File: src/sv/ssm_pkg.sv
package ssm_pkg;

    // Default sizing
    localparam int MAX_PATTERN_DEF   = 32;
    localparam int POSITION_BITS_DEF = 16;

    // Fixed field widths
    localparam int BYTE_W   = 8;
    localparam int START_W  = 16;
    localparam int OFFSET_W = 16;
    localparam int APB_W    = 32;
    localparam int ADDR_W   = 4;
    localparam int IN_TDATA_W  = 8;
    localparam int OUT_TDATA_W = 24;

    // Register indexes (paddr[3:2])
    localparam logic [1:0] REG_IGNORE_CASE     = 2'd0;
    localparam logic [1:0] REG_SEARCH_BACKWARD = 2'd1;
    localparam logic [1:0] REG_START_OFFSET    = 2'd2;

    // Command codes carried in tuser
    localparam logic CMD_PATTERN = 1'b0;
    localparam logic CMD_TEXT    = 1'b1;

    // ASCII letter bounds
    localparam logic [7:0] LOWER_A    = 8'h61;
    localparam logic [7:0] LOWER_Z    = 8'h7A;
    localparam logic [7:0] CASE_DELTA = 8'h20;

    // Control broadcast to every cell of the chain
    typedef struct packed {
        logic        text_en;
        logic        clear;
        logic        ignore_case;
        logic [7:0]  text_byte;
    } cell_ctl_t;

    // Fold ASCII lowercase to uppercase when enabled
    function automatic logic [7:0] fold_byte(input logic [7:0] c, input logic ic);
        logic [7:0] r;
        r = c;
        if (ic && (c >= LOWER_A) && (c <= LOWER_Z))
        begin
            r = c - CASE_DELTA;
        end
        return r;
    endfunction

endpackage

File: src/sv/ssm_cell.sv
module ssm_cell (
    input  logic               clk,
    input  logic               rst_n,
    input  ssm_pkg::cell_ctl_t ctl,
    input  logic               load_en,
    input  logic [7:0]         load_byte,
    input  logic               active,
    input  logic               prev_bit,
    output logic               match_bit,
    output logic               match_next
);
    import ssm_pkg::*;

    logic [BYTE_W-1:0] pattern_byte_reg;
    logic              match_bit_reg;
    logic              match_bit_next;

    // Hold one pattern byte
    always_ff @(posedge clk)
    begin
        if (load_en)
        begin
            pattern_byte_reg <= load_byte;
        end
    end

    // Extend the neighbor's partial match by this position
    always_comb
    begin
        match_next = prev_bit && active &&
                     (fold_byte(pattern_byte_reg, ctl.ignore_case) == ctl.text_byte);
        match_bit_next = match_bit_reg;
        if (ctl.clear)
        begin
            match_bit_next = 1'b0;
        end
        else if (ctl.text_en)
        begin
            match_bit_next = match_next;
        end
    end

    always_ff @(posedge clk or negedge rst_n)
    begin
        if (!rst_n)
        begin
            match_bit_reg <= 1'b0;
        end
        else
        begin
            match_bit_reg <= match_bit_next;
        end
    end

    assign match_bit = match_bit_reg;

endmodule

File: src/sv/substring_search_matcher_core.sv
// Streaming substring matcher.
// Input words arrive on the s_ channel: tuser selects pattern byte (0) or
// text byte (1), tdata carries the byte and tlast marks the final pattern
// byte or the final text byte. A pattern byte that follows a completed
// pattern or a text byte starts a new pattern; bytes beyond MAX_PATTERN are dropped.
// Each text byte goes to a chain of MAX_PATTERN cells, one per pattern
// position, that compare it in parallel and pass partial-match bits to
// their neighbor. One word is accepted per cycle, back to back, while s_tready is high.
// On the final text byte one result word appears on the m_ channel in the
// cycle after acceptance: found and the match start (first match at or
// after start_offset, or last at or before it when searching backward).
// Words without tlast on text produce no result.
// The result sits in an output register; while it waits, s_tready stays
// high only if m_tready is high, so a stalled receiver stalls the input.
// Reset clears the pattern length, the text state, the configuration registers and the output valid flag.
// Registers are written over the APB port; the user must write them only while the block is idle, not enforced here.
module substring_search_matcher_core #(
    parameter int MAX_PATTERN   = ssm_pkg::MAX_PATTERN_DEF,
    parameter int POSITION_BITS = ssm_pkg::POSITION_BITS_DEF
) (
    input  logic                            clk,
    input  logic                            rst_n,
    // Input stream
    input  logic                            s_tvalid,
    output logic                            s_tready,
    input  logic [ssm_pkg::IN_TDATA_W-1:0]  s_tdata,   // [7:0] data_byte
    input  logic                            s_tuser,   // [0] cmd
    input  logic                            s_tlast,
    // Result stream
    output logic                            m_tvalid,
    input  logic                            m_tready,
    output logic [ssm_pkg::OUT_TDATA_W-1:0] m_tdata,   // [0] found, [16:1] match_start, zero pad
    // Configuration
    input  logic                            psel,
    input  logic                            penable,
    input  logic                            pwrite,
    input  logic [ssm_pkg::ADDR_W-1:0]      paddr,
    input  logic [ssm_pkg::APB_W-1:0]       pwdata,
    output logic [ssm_pkg::APB_W-1:0]       prdata,
    output logic                            pready
);
    import ssm_pkg::*;

    localparam int LW = $clog2(MAX_PATTERN + 1);
    localparam int PB = POSITION_BITS;
    localparam int CW = (PB > OFFSET_W) ? PB : OFFSET_W;

    // Configuration registers
    logic                ignore_case_reg;
    logic                search_backward_reg;
    logic [OFFSET_W-1:0] start_offset_reg;

    // Pattern and text state
    logic [LW-1:0] len_reg, len_next;
    logic          done_reg, done_next;
    logic [PB-1:0] pos_reg, pos_next;
    logic          seen_reg, seen_next;
    logic [PB-1:0] best_reg, best_next;

    // Output register
    logic               out_valid_reg, out_valid_next;
    logic               out_found_reg, out_found_next;
    logic [START_W-1:0] out_start_reg, out_start_next;

    logic              accept;
    logic              is_text;
    logic              start_new;
    logic [LW-1:0]     widx;
    logic              store_ok;
    logic [BYTE_W-1:0] in_byte;
    cell_ctl_t         ctl;

    logic [MAX_PATTERN-1:0] load_vec;
    logic [MAX_PATTERN-1:0] active_vec;
    logic [MAX_PATTERN-1:0] tail_vec;
    logic [MAX_PATTERN-1:0] bits_reg;
    logic [MAX_PATTERN-1:0] bits_next;

    logic          hit;
    logic [PB-1:0] match_pos;
    logic [CW-1:0] match_pos_ext;
    logic [CW-1:0] offset_ext;
    logic [CW-1:0] best_ext;

    assign pready   = 1'b1;
    assign s_tready = !out_valid_reg || m_tready;
    assign accept   = s_tvalid && s_tready;
    assign is_text  = (s_tuser == CMD_TEXT);
    assign in_byte  = s_tdata[BYTE_W-1:0];

    // Write configuration registers
    always_ff @(posedge clk or negedge rst_n)
    begin
        if (!rst_n)
        begin
            ignore_case_reg     <= 1'b0;
            search_backward_reg <= 1'b0;
            start_offset_reg    <= '0;
        end
        else if (psel && penable && pwrite)
        begin
            unique case (paddr[3:2])
                REG_IGNORE_CASE:     ignore_case_reg     <= pwdata[0];
                REG_SEARCH_BACKWARD: search_backward_reg <= pwdata[0];
                REG_START_OFFSET:    start_offset_reg    <= pwdata[OFFSET_W-1:0];
                default:             ;
            endcase
        end
    end

    // Read back configuration
    always_comb
    begin
        prdata = '0;
        unique case (paddr[3:2])
            REG_IGNORE_CASE:     prdata[0] = ignore_case_reg;
            REG_SEARCH_BACKWARD: prdata[0] = search_backward_reg;
            REG_START_OFFSET:    prdata[OFFSET_W-1:0] = start_offset_reg;
            default:             prdata = '0;
        endcase
    end

    // Pattern write slot
    assign start_new = done_reg;
    assign widx      = start_new ? '0 : len_reg;
    assign store_ok  = (widx < LW'(MAX_PATTERN));

    // Broadcast to the cells
    always_comb
    begin
        ctl.text_en     = accept && is_text;
        ctl.clear       = accept && ((!is_text && start_new) || (is_text && s_tlast));
        ctl.ignore_case = ignore_case_reg;
        ctl.text_byte   = fold_byte(in_byte, ignore_case_reg);
    end

    // Chain of compare cells
    genvar gi;
    generate
        for (gi = 0; gi < MAX_PATTERN; gi++)
        begin : g_cell
            logic prev_bit;

            if (gi == 0)
            begin : g_head
                assign prev_bit = 1'b1;
            end
            else
            begin : g_link
                assign prev_bit = bits_reg[gi-1];
            end

            assign load_vec[gi]   = accept && !is_text && store_ok && (widx == LW'(gi));
            assign active_vec[gi] = (LW'(gi) < len_reg);
            assign tail_vec[gi]   = (len_reg == LW'(gi + 1));

            ssm_cell u_cell (
                .clk        (clk),
                .rst_n      (rst_n),
                .ctl        (ctl),
                .load_en    (load_vec[gi]),
                .load_byte  (in_byte),
                .active     (active_vec[gi]),
                .prev_bit   (prev_bit),
                .match_bit  (bits_reg[gi]),
                .match_next (bits_next[gi])
            );
        end
    endgenerate

    // Full match ends at this byte; its start position
    assign hit           = |(bits_next & tail_vec);
    assign match_pos     = pos_reg - PB'(len_reg - LW'(1));
    assign match_pos_ext = CW'(match_pos);
    assign offset_ext    = CW'(start_offset_reg);

    // Advance pattern and text state
    always_comb
    begin
        len_next       = len_reg;
        done_next      = done_reg;
        pos_next       = pos_reg;
        seen_next      = seen_reg;
        best_next      = best_reg;
        best_ext       = '0;
        out_valid_next = out_valid_reg && !m_tready;
        out_found_next = out_found_reg;
        out_start_next = out_start_reg;

        if (accept && !is_text)
        begin
            if (start_new)
            begin
                pos_next  = '0;
                seen_next = 1'b0;
                best_next = '0;
            end
            len_next  = store_ok ? (widx + LW'(1)) : widx;
            done_next = s_tlast;
        end
        else if (accept)
        begin
            done_next = 1'b1;
            // Record a qualifying match
            if (hit)
            begin
                if (search_backward_reg)
                begin
                    if (match_pos_ext <= offset_ext)
                    begin
                        seen_next = 1'b1;
                        best_next = match_pos;
                    end
                end
                else if (!seen_reg && (match_pos_ext >= offset_ext))
                begin
                    seen_next = 1'b1;
                    best_next = match_pos;
                end
            end
            if (pos_reg != '1)
            begin
                pos_next = pos_reg + PB'(1);
            end
            // Emit result and drop the text state
            if (s_tlast)
            begin
                best_ext       = CW'(best_next);
                out_valid_next = 1'b1;
                out_found_next = seen_next;
                out_start_next = seen_next ? best_ext[START_W-1:0] : '0;
                pos_next       = '0;
                seen_next      = 1'b0;
                best_next      = '0;
            end
        end
    end

    always_ff @(posedge clk or negedge rst_n)
    begin
        if (!rst_n)
        begin
            len_reg       <= '0;
            done_reg      <= 1'b1;
            pos_reg       <= '0;
            seen_reg      <= 1'b0;
            best_reg      <= '0;
            out_valid_reg <= 1'b0;
        end
        else
        begin
            len_reg       <= len_next;
            done_reg      <= done_next;
            pos_reg       <= pos_next;
            seen_reg      <= seen_next;
            best_reg      <= best_next;
            out_valid_reg <= out_valid_next;
        end
    end

    // Hold the result word
    always_ff @(posedge clk)
    begin
        out_found_reg <= out_found_next;
        out_start_reg <= out_start_next;
    end

    assign m_tvalid = out_valid_reg;
    assign m_tdata  = {{(OUT_TDATA_W - START_W - 1){1'b0}}, out_start_reg, out_found_reg};

endmodule

File: config.mk
export PLATFORM = sky130hd
export DESIGN_NAME = substring_search_matcher_core
export DESIGN_NICKNAME = d
export VERILOG_FILES = /design/src/sv/ssm_pkg.sv /design/src/sv/ssm_cell.sv /design/src/sv/substring_search_matcher_core.sv
export SDC_FILE = /design/constraint.sdc
export NUM_CORES = 1
export LEC_CHECK = 0
export BUFFER_PORTS_ARGS = -buffer_cell sky130_fd_sc_hd__buf_2
export CAP_MARGIN = 15
export CORE_ASPECT_RATIO = 1.75
export CORE_MARGIN = 5
export CORE_UTILIZATION = 35
export CTS_CLUSTER_DIAMETER = 30
export DETAILED_ROUTE_END_ITERATION = 8
export SLEW_MARGIN = 25
export SYNTH_ARGS = -nofsm -noshare
export SYNTH_HDL_FRONTEND = slang
export SYNTH_SLANG_ARGS = --single-unit
File: constraint.sdc
create_clock -name clk -period 8.81 [get_ports clk]
set_clock_uncertainty 0.05 [all_clocks]
set_input_delay 1.762 -clock clk [delete_from_list [all_inputs] [get_ports clk]]
set_output_delay 1.762 -clock clk [all_outputs]
set_load 0.02 [all_outputs]
==> metrics.txt, run 1 <==
Placed Cells=3024; vias in the first global route=18500; setup TNS=0 ps; required time of the critical path=9110 ps; first-pass GRT wire length=108000 µm; R2R setup slack=1620 ps; Die H=344 µm; largest net degree at the start of global routing=64; synth cell count leaders=273 x edfxtp_1, 218 x nand2_1, 174 x xnor2_1; cells on worst reg2reg path=22; CP Max Fanout=19; number of gates resized after cts=0; Clock Latency Late Sink=610 ps; GRT Total Usage=0.200; Hold Crit Depth=2; port buffer count=69; core area=63300 µm²; grt total ovfl=0; most common cell in the netlist=edfxtp_1; CTS root buf=clkbuf_16; register area share after synthesis=0.467; Cell Area, Synth=22400 µm²; Cell Count, Final, Fillers Out=3125; post-route cell area=25400 µm²; die area=69300 µm²; Primary FF master, synth=edfxtp_1; DRT antenna net count=0; Die X=201 µm; fin util=0.401; outcome=finished, final reports clean; WS Path Type=reg2reg; synth top area cells=edfxtp_1 37%, dfrtp_1 10%, xnor2_1 6.8%; Post-Synthesis Cells=2208; HPWL Detailed=50600 µm; fin crit period=7190 ps; Layout fillers=6011; via count of the routed design=18100; post-synth top area cell=edfxtp_1; number of flops mapped to enable cells by yosys=273; synth unique cells=88; asr flop ratio synth=0.248; ratio of cells with drive above 1 in the final layout=0.110; Via density=5.79; Reg-to-Reg Start=len_reg[1]; max_slew headroom=0.236; CTS buffer count=54; CTS clk-pin slew, worst paths=60 ps; max-cap viol count=0; Antenna diodes=0; top cell type's share of synthesized area=0.366; Final Hold Vio Count=0; Area growth, synth to finish=13.6%; Setup Buffers After CTS=0; initial drt markers=1093; Mapped Avg Cell Area=10.1 µm²; Leakage=9.28 nW; CTS Hold Bufs=0; CTS tree=built; register bit count reported by yosys=363; hold path start=g_cell[12].u_cell.match_bit; P per Cell Area=207 nW/µm²; r2r endpoint=out_start_reg[2]; unrepaired setup endpoints after global routing=false; DRC=0; Startpoint Class=flop; Max Clock Freq=0.139 GHz; Ys Warns=0; Cell Rows=122; H-tree levels=2; first-pass detailed-route iteration total=6; Placer Congestion=0.942; Hold EP=g_cell[12].u_cell.match_bit; Worst VDD drop=0.135 mV; Net count, final=2402; Routed WL per cell=22.9 µm; worst min path class=reg2reg; Ports=112; CP Capture Type=flop; DP Area=23500 µm²; initial antenna violation count=0; Final Routed Wirelength=71500 µm; final setup violation count=0; final worst slack=1620 ps; Setup WS pre-CTS=1700 ps; Largest register FFs=256; period utilization=0.816; Slew Viols, Final=0; CTS Buffer Depth=3; pin slew with the least headroom to its limit=1130 ps; arrival time at the worst endpoint=7490 ps; Initial Utilization=0.353; CTS Sinks=363
[worst max-delay path: stages, from the launching register on]
cell	delay, ps
dfrtp_1	630
inv_1	370
ha_1	210
buf_4	240
and2_1	290
nand2_1	440
ha_1	400
or3_1	390
o311ai_0	370
nand2b_1	100
a21oi_1	200
xor2_1	370
inv_1	160
ha_1	320
a21oi_1	150
o21ai_0	90
a21o_1	180
a21oi_1	230
a22o_1	160
buf_4	250
a21oi_1	250
a31oi_4	650
mux2_2	410
[how the worst max path moves through the flow]
stage / start / to / slack [ps] / depth (start not counted)
after floorplan: len_reg[1] / out_start_reg[10] / 2590 / 24
after global placement: len_reg[1] / out_start_reg[2] / 1690 / 22
after detailed placement: len_reg[1] / out_start_reg[2] / 1700 / 22
after CTS: len_reg[1] / out_start_reg[2] / 1650 / 22
after global routing: len_reg[1] / out_start_reg[2] / 1200 / 22
final: len_reg[1] / out_start_reg[2] / 1620 / 22
[cells by family (layout without fill, tap and decap cells)]
kind of cell               after synthesis  after routing  synth area share
buffers and inverters                  256            345            0.0516
AOI/OAI and AO/OA                      450            450             0.144
xor gates and xnor gates               254            254            0.0995
and+or+nand+nor                        759            759             0.172
other                                    2             24          0.000336
DFF                                    363            363             0.467
adders and majority gates               75             75            0.0423
muxes                                   49             49            0.0229
[layer usage]
metal / global-route usage / share of wire
met1: 0.198 / 0.34
met4: 0.162 / 0.095
met5: 0 / 0
met2: 0.373 / 0.52
met3: 0.0269 / 0.051
[cell usage in the layout, fill, tap and decap left out, types with 10 or more instances in the layout]
| cell | n |
|---|---|
| o21ai_0 | 98 |
| o21ai_1 | 10 |
| xor2_1 | 80 |
| nand2_1 | 218 |
| nand4_1 | 60 |
| o41ai_1 | 41 |
| o211ai_1 | 13 |
| and3_1 | 17 |
| xnor2_1 | 174 |
| o31ai_1 | 31 |
| mux2i_1 | 31 |
| conb_1 | 24 |
| a22o_1 | 10 |
| ha_1 | 74 |
| a221oi_1 | 17 |
| mux2_2 | 15 |
| edfxtp_1 | 273 |
| a21o_1 | 13 |
| clkbuf_16 | 55 |
| inv_1 | 133 |
| o2111ai_1 | 10 |
| or3_1 | 15 |
| dfrtp_1 | 89 |
| nor3_1 | 68 |
| nand2b_1 | 17 |
| a31oi_1 | 14 |
| a21oi_1 | 67 |
| a211oi_1 | 27 |
| nand3_1 | 77 |
| inv_8 | 11 |
| and2_1 | 54 |
| buf_4 | 47 |
| buf_2 | 63 |
| nor2b_1 | 14 |
| nor2_1 | 115 |
| or4_1 | 36 |
| nor4_1 | 34 |
[per-stage QoR]
step	hold slack (ps)	total power, mW
finish	429	5.25
global route	448	5.44
CTS	433	5.28
detailed placement	413	3.05
global placement	411	3.02
floorplan	389	2.63
[power breakdown]
group	total, mW	switching [mW]	leakage, nW	internal (mW)
clock network	2.23	0.910	0.919	1.32
registers	1.93	0.0523	3.67	1.88
logic	1.09	0.754	4.69	0.332
[cell type report]
class                      instances  area, µm²  share of cell area
sequential                       363      10500               0.411
inverter                         133        499              0.0196
timing repair buffer             111        679              0.0267
multi-input combinational       1611      10900               0.428
tap                              806       1010              0.0397
clock inverter                    43        488              0.0192
clock buffer                      58       1410              0.0554
Note: power is estimated with default switching activity, not from simulation.
==> run 2, diff against run 1 <==
- ABC_AREA: default -> 1
- clock period: 8.81 -> 6.39 ns (I/O delays scaled with it)
==> run 2 against run 1 <==
Effect of this change: hold slack better by 2.4 ps; final cell count rose by 31%; first-iteration DRC count up 26%; register-to-register slack got worse by 670 ps; maximum frequency is 32% higher.
==> metrics.txt, run 2 <==
Primary FF master, synth=edfxtp_1; CTS tree=built; largest family of logic cells by synthesized area=simple AND/OR/NAND/NOR gates; asr flop ratio synth=0.248 (unchanged); Reg power frac=0.348 (-0.020); post-route cell area=26800 µm² (+5.5%); die area=72400 µm² (+4.5%); ratio of cells with drive above 1 in the final layout=0.0849 (-0.0246); DP Area=24900 µm² (+5.7%); CTS Hold Bufs=0 (unchanged); Worst VDD drop=0.226 mV (+68%); first-pass GRT wire length=116000 µm (+8.0%); initial drt markers=1373 (+26%); post-synth top area cell=edfxtp_1; Ports=112 (unchanged); pin slew with the least headroom to its limit=1010 ps (-126 ps); Startpoint Class=flop; Placer Congestion=0.963 (+2.2%); most common cell in the netlist=nand2_1; synth top area cells=edfxtp_1 35%, nand2_1 13%, dfrtp_1 9.5%; required time of the critical path=6780 ps (-2330 ps); CTS Sinks=363 (unchanged); Setup WS pre-CTS=987 ps (-710 ps); DRC=0 (unchanged); period utilization=0.852 (+0.0357); CTS clk-pin slew, worst paths=50 ps (about the same); Mapped Avg Cell Area=7.63 µm² (-25%); Die H=352 µm (+2.3%); clock share of power=0.418 (-0.007); first-pass detailed-route iteration total=7 (+1); vias in the first global route=20300 (+10%); CTS buffer count=55 (+1.9%); Top delay family on crit path=simple AND/OR/NAND/NOR gates; slowest stage cell, crit path=ha_1; Largest register FFs=256 (unchanged); register bit count reported by yosys=363 (unchanged); CTS root buf=clkbuf_16; CP Capture Type=flop; register area share after synthesis=0.446 (-0.0210); commonest non-fill, non-tap cell in the layout=nand2_1; synth unique cells=56 (-36%); top cell type's share of synthesized area=0.350 (-0.0165); outcome=finished, final reports clean; Max Clock Freq=0.184 GHz (+32%); final worst slack=948 ps (-674 ps); Cell Area, Synth=23400 µm² (+4.7%); via count of the routed design=20800 (+15%); Via density=5.07 (-12%); switching power summed over all nets=2.43 mW (+41%); Final Routed Wirelength=78200 µm (+9.2%); number of gates resized after cts=0 (unchanged); port buffer count=69 (unchanged); Area growth, synth to finish=14.5%; Worst Path Buf+Inv=4 (unchanged); Final Hold Vio Count=0 (unchanged); max_slew headroom=0.325 (+0.0891); Net Sw Frac=0.324 (-0.00325); overall power=7.50 mW (+43%); GRT Total Usage=0.211 (+0.0101); grt total ovfl=0 (unchanged); number of flops mapped to enable cells by yosys=273 (unchanged); final setup violation count=0 (unchanged); Leakage=12.0 nW (+30%); synth cell count leaders=834 x nand2_1, 467 x nor2_1, 411 x inv_1; arrival time at the worst endpoint=5840 ps (-1650 ps); DRT antenna net count=0 (unchanged); Antenna diodes=0 (unchanged); crit-path most repeated cell=nand2_1; simple-gate share of the synthesized area=0.297 (+0.125); max-cap viol count=0 (unchanged); WS Path Type=reg2reg; Clock Latency Late Sink=610 ps (about the same); CP max stage delay=490 ps (-160 ps); CTS Buffer Depth=3 (unchanged); Int Pwr=5.07 mW (+43%); mux contribution to synthesized area=0.00128 (-0.0217); crit-path cells=inv_1 -> ha_1 -> nand2_1 -> inv_1 -> nand2_1 -> ha_1 -> a21o_1 -> a31oi_1 -> nand3_1 -> a211oi_1 -> xor2_1 -> ha_1 -> nand4_1 -> nor3_1 -> nand2_1 -> nand3_1 -> nand2_1 -> buf_12 -> o21ai_0 -> nand2_1 -> nand2_2 -> inv_1 -> nor2_1; Initial Utilization=0.353 (about the same); P per Cell Area=280 nW/µm² (+35%); fin crit period=5440 ps (-1750 ps); Setup Buffers After CTS=0 (unchanged); Slew Viols, Final=0 (unchanged); Post-Synthesis Cells=3071 (+39%); HPWL Detailed=56700 µm (+12%); largest net degree at the start of global routing=51 (-20%); combinational share of power=0.234 (+0.027); Cell Rows=125 (+2.5%); hold_ws=432 ps (+2.38 ps); core area=66300 µm² (+4.7%); Routed WL per cell=19.0 µm (-17%); Net count, final=3296 (+37%); Synth Area in XOR/XNOR=0.0381 (-0.0613); CP Max Fanout=19 (unchanged); Synth Area in Compound Gates=0.0812 (-0.0630); H-tree levels=2 (unchanged); setup TNS=0 ps (unchanged); Ys Warns=0 (unchanged); worst min path class=reg2reg; unrepaired setup endpoints after global routing=false; initial antenna violation count=0 (unchanged); Die X=206 µm (+2.2%); most frequent cells in the layout=834 x nand2_1, 465 x nor2_1, 411 x inv_1; Post-Synth Adder-Cell Area=0.0404 (-0.00190)
-- run 2: cell types whose count changed in the layout (fill, tap and decap cells not counted), moves of 36 or more --
| cell | delta |
|---|---|
| o21ai_0 | +54 |
| and2_1 | -49 |
| nor2_1 | +350 |
| nand3_1 | +121 |
| xnor2_1 | -121 |
| o41ai_1 | -41 |
| inv_1 | +278 |
| nand2_1 | +616 |
| or4_1 | -36 |
-- run 2: kinds of logic after synthesis --
family          count (synthesis)
xor+xnor                      102
flops                         363
simple gates                 1668
other cells                     2
compound gates                325
fa+ha+maj                      75
mux                             3
buf+inv                       533
-- run 2: worst paths after layout --
path | from | to | slack [ps] | depth (start not counted)
worst max register to register | len_reg[0] | out_start_reg[0] | 950 | 23
max in group asynchronous | rst_n | g_cell[4].u_cell.match_bit | 4320 | 2
worst min-delay path | g_cell[28].u_cell.match_bit | g_cell[28].u_cell.match_bit | 430 | 2
worst min register to register | g_cell[28].u_cell.match_bit | g_cell[28].u_cell.match_bit | 430 | 2
min in group asynchronous | rst_n | g_cell[22].u_cell.match_bit | 680 | 1
worst max-delay path | len_reg[0] | out_start_reg[0] | 950 | 23
-- run 2: layer usage --
layer	vias up	GRT usage	share of wire
li1	10100	-	-
met1	9684	0.194	0.32
met2	708	0.395	0.52
met3	284	0.0280	0.049
met4	0	0.182	0.11
met5	-	0	0
-- run 2: tightest hold or removal path: cells and delay by family (launching register included) --
family	cells	cell delay (ps)
flip-flops	1	330
AO/OA/AOI/OAI	1	60
AND/OR/NAND/NOR	1	50
-- run 2: final cells by class --
| cell class | instances | area (µm²) |
|---|---|---|
| inverters | 423 | 1590 |
| clock buffers | 65 | 1530 |
| fillers | 6800 | 39500 |
| clock inverters | 38 | 424 |
| flip-flops and latches | 363 | 10500 |
| multi-input cells | 2197 | 10800 |
| well taps | 889 | 1110 |
| repair buffers | 128 | 856 |
-- run 2: power by group through the flow --
| stage | clock network (mW) | registers (mW) | logic [mW] |
|---|---|---|---|
| final | 3.14 | 2.61 | 1.75 |
| after global routing | 3.30 | 2.61 | 1.90 |
| after CTS | 3.19 | 2.61 | 1.74 |
| after detailed placement | 0 | 2.65 | 1.73 |
| after global placement | 0 | 2.65 | 1.71 |
| after floorplan | 0 | 2.65 | 1.02 |
-- run 2: metrics by stage --
step                std cells  utilization
floorplan                3093            -
CTS                      4103        0.404
global route             4103        0.404
detailed placement       4000        0.375
finish                   4103        0.404
global placement         4000        0.375
==> run 3, diff against run 2 <==
- ABC_AREA: 1 -> default
- CTS_CLUSTER_SIZE: default -> 25
==> run 3 against run 2 <==
Effect of this change: non-clock buffer count up 10; die area fell by 4.3%; maximum frequency shrank 9.3%; final cell count shrank 23%; global-route usage shrank 1.0 points; clock-buffer cell count fell by 7; highest routed layer is now met5.
==> metrics.txt, run 3 (synthesis results as in run 1) <==
outcome=finished, final reports clean; area of the multi-input gates=10900 µm² (+0.37%); Final Hold Vio Count=0 (unchanged); slowest stage cell, crit path=or3_1; WS Path Type=reg2reg; Top Usage Layer GRT=met2; overall power=7.09 mW (-5.5%); ratio of cells with drive above 1 in the final layout=0.117 (+0.0325); vias in the first global route=18500 (-9.3%); first-pass detailed-route iteration total=6 (-1); Hold Crit Depth=1 (-1); CTS buffer count=51 (-7.3%); setup TNS=0 ps (unchanged); commonest non-fill, non-tap cell in the layout=edfxtp_1; Placer Congestion=0.969 (+0.56%); DRC=0 (unchanged); CTS tree=built; met3 global-route usage=0.0280 (+0.0000643); initial drt markers=1163 (-15%); M2 GR Usage=0.377 (-0.0181); via count of the routed design=18400 (-12%); core area=63300 µm² (-4.5%); Ports=112 (unchanged); Worst VDD drop=0.198 mV (-12%); port buffer count=69 (unchanged); unrepaired setup endpoints after global routing=false; final setup violation count=0 (unchanged); register area=10500 µm² (unchanged); DRT antenna net count=0 (unchanged); Int Pwr=4.74 mW (-6.5%); Initial Utilization=0.353 (about the same); Setup Buffers After CTS=0 (unchanged); cell count along the critical path=21 (-8.7%); Reg power frac=0.373 (+0.025); Layout fillers=5992 (-12%); max_slew headroom=0.289 (-0.0361); P per Cell Area=278 nW/µm² (-0.52%); largest net degree at the start of global routing=68 (+33%); CP Capture Type=flop; HPWL Detailed=51800 µm (-8.7%); CP max stage delay=500 ps (about the same); CTS root buf=clkbuf_16; Die H=344 µm (-2.2%); Top delay family on crit path=simple AND/OR/NAND/NOR gates; Via density=5.83 (+15%); fin crit period=6000 ps (+560 ps); Routed WL per cell=22.9 µm (+20%); worst min path class=reg2reg; fin util=0.402 (-0.00211); Worst Path Buf+Inv=3 (-1); cells on worst reg2reg path=21 (-8.7%); CTS Hold Bufs=0 (unchanged); Clock Latency Late Sink=600 ps (about the same); CTS Sinks=363 (unchanged); Leakage=9.35 nW (-22%); Max Clock Freq=0.167 GHz (-9.3%); CTS Buffer Depth=3 (unchanged); period utilization=0.939 (+0.0877); hold_ws=429 ps (-3.16 ps); pin slew with the least headroom to its limit=1070 ps (+56.7 ps); Slew Viols, Final=0 (unchanged); crit-path cells=inv_1 -> ha_1 -> and2_1 -> nand2_1 -> ha_1 -> or2_2 -> o311a_1 -> o31a_1 -> and4_1 -> or3_1 -> ha_1 -> nand2_1 -> nor3_1 -> o21a_1 -> o31ai_1 -> a311oi_2 -> a21oi_1 -> buf_4 -> a31oi_4 -> buf_4 -> mux2_2; Net Sw Frac=0.331 (+0.00722); die area=69300 µm² (-4.3%); grt total ovfl=0 (unchanged); CTS clk-pin slew, worst paths=60 ps (about the same); Die X=201 µm (-2.2%); Final Routed Wirelength=72000 µm (-7.9%); switching power summed over all nets=2.34 mW (-3.4%); CP Max Fanout=13 (-6); required time of the critical path=6680 ps (-100 ps); first-pass GRT wire length=107000 µm (-7.5%); Largest register FFs=256 (unchanged); Net count, final=2426 (-26%); number of gates resized after cts=0 (unchanged); max-cap viol count=0 (unchanged); combinational share of power=0.224 (-0.010); initial antenna violation count=2 (+2); Startpoint Class=flop; GRT Total Usage=0.201 (-0.00996); Cell Rows=122 (-2.4%); clock share of power=0.403 (-0.015); H-tree levels=2 (unchanged); Area growth, synth to finish=13.9%; arrival time at the worst endpoint=6290 ps (+450 ps); crit-path most repeated cell=ha_1; GR Util met1=0.191 (-0.00297); most frequent cells in the layout=273 x edfxtp_1, 218 x nand2_1, 174 x xnor2_1
==> run 3: power by group through the flow <==
stage                     clock network [mW]  logic (mW)  registers [mW]
after floorplan                            0       0.959            2.67
after global placement                     0        1.53            2.69
after detailed placement                   0        1.56            2.69
after CTS                               2.90        1.57            2.64
after global routing                    3.00        1.70            2.65
final                                   2.85        1.59            2.65
==> run 3: final cells by class <==
type / instances / area share
diodes: 1 / 0.0000982
clock buffers: 58 / 0.0527
clock inverters: 38 / 0.0149
inverters: 133 / 0.0196
multi-input cells: 1611 / 0.427
flip-flops and latches: 363 / 0.410
well taps: 806 / 0.0396
repair buffers: 138 / 0.0356
==> run 3: per-layer routing <==
metal,wire length (µm),vias up
met2,37500,780
li1,-,8337
met4,6910,2
met3,3740,261
met1,23800,8984
met5,16,-
==> run 3: path summary, 6_finish.rpt <==
check / startpoint / endpoint / slack [ps]
max reg2reg: len_reg[0] / out_start_reg[2] / 390
min reg2reg: g_cell[0].u_cell.match_bit / g_cell[0].u_cell.match_bit / 430
min: g_cell[0].u_cell.match_bit / g_cell[0].u_cell.match_bit / 430
min in group asynchronous: rst_n / offset_ext[11] / 670
max: len_reg[0] / out_start_reg[2] / 390
max in group asynchronous: rst_n / g_cell[14].u_cell.match_bit / 4660
==> run 3: worst reg2reg max path, delay by kind of cell, from the launching register on <==
kind / cells / cell delay (ps)
AND/OR/NAND/NOR: 7 / 1980
AO/OA/AOI/OAI: 7 / 1260
adder cells (fa/ha/maj): 3 / 1070
buffers and inverters: 3 / 620
multiplexers: 1 / 380
flip-flops: 1 / 370
==> run 3: stage by stage <==
step,cell area [µm²],std cells,setup slack (ps)
after floorplan,22500,2230,172
after global placement,23800,3051,547
after detailed placement,23800,3051,465
after CTS,25500,3147,436
after global routing,25500,3148,40.9
final,25500,3148,388
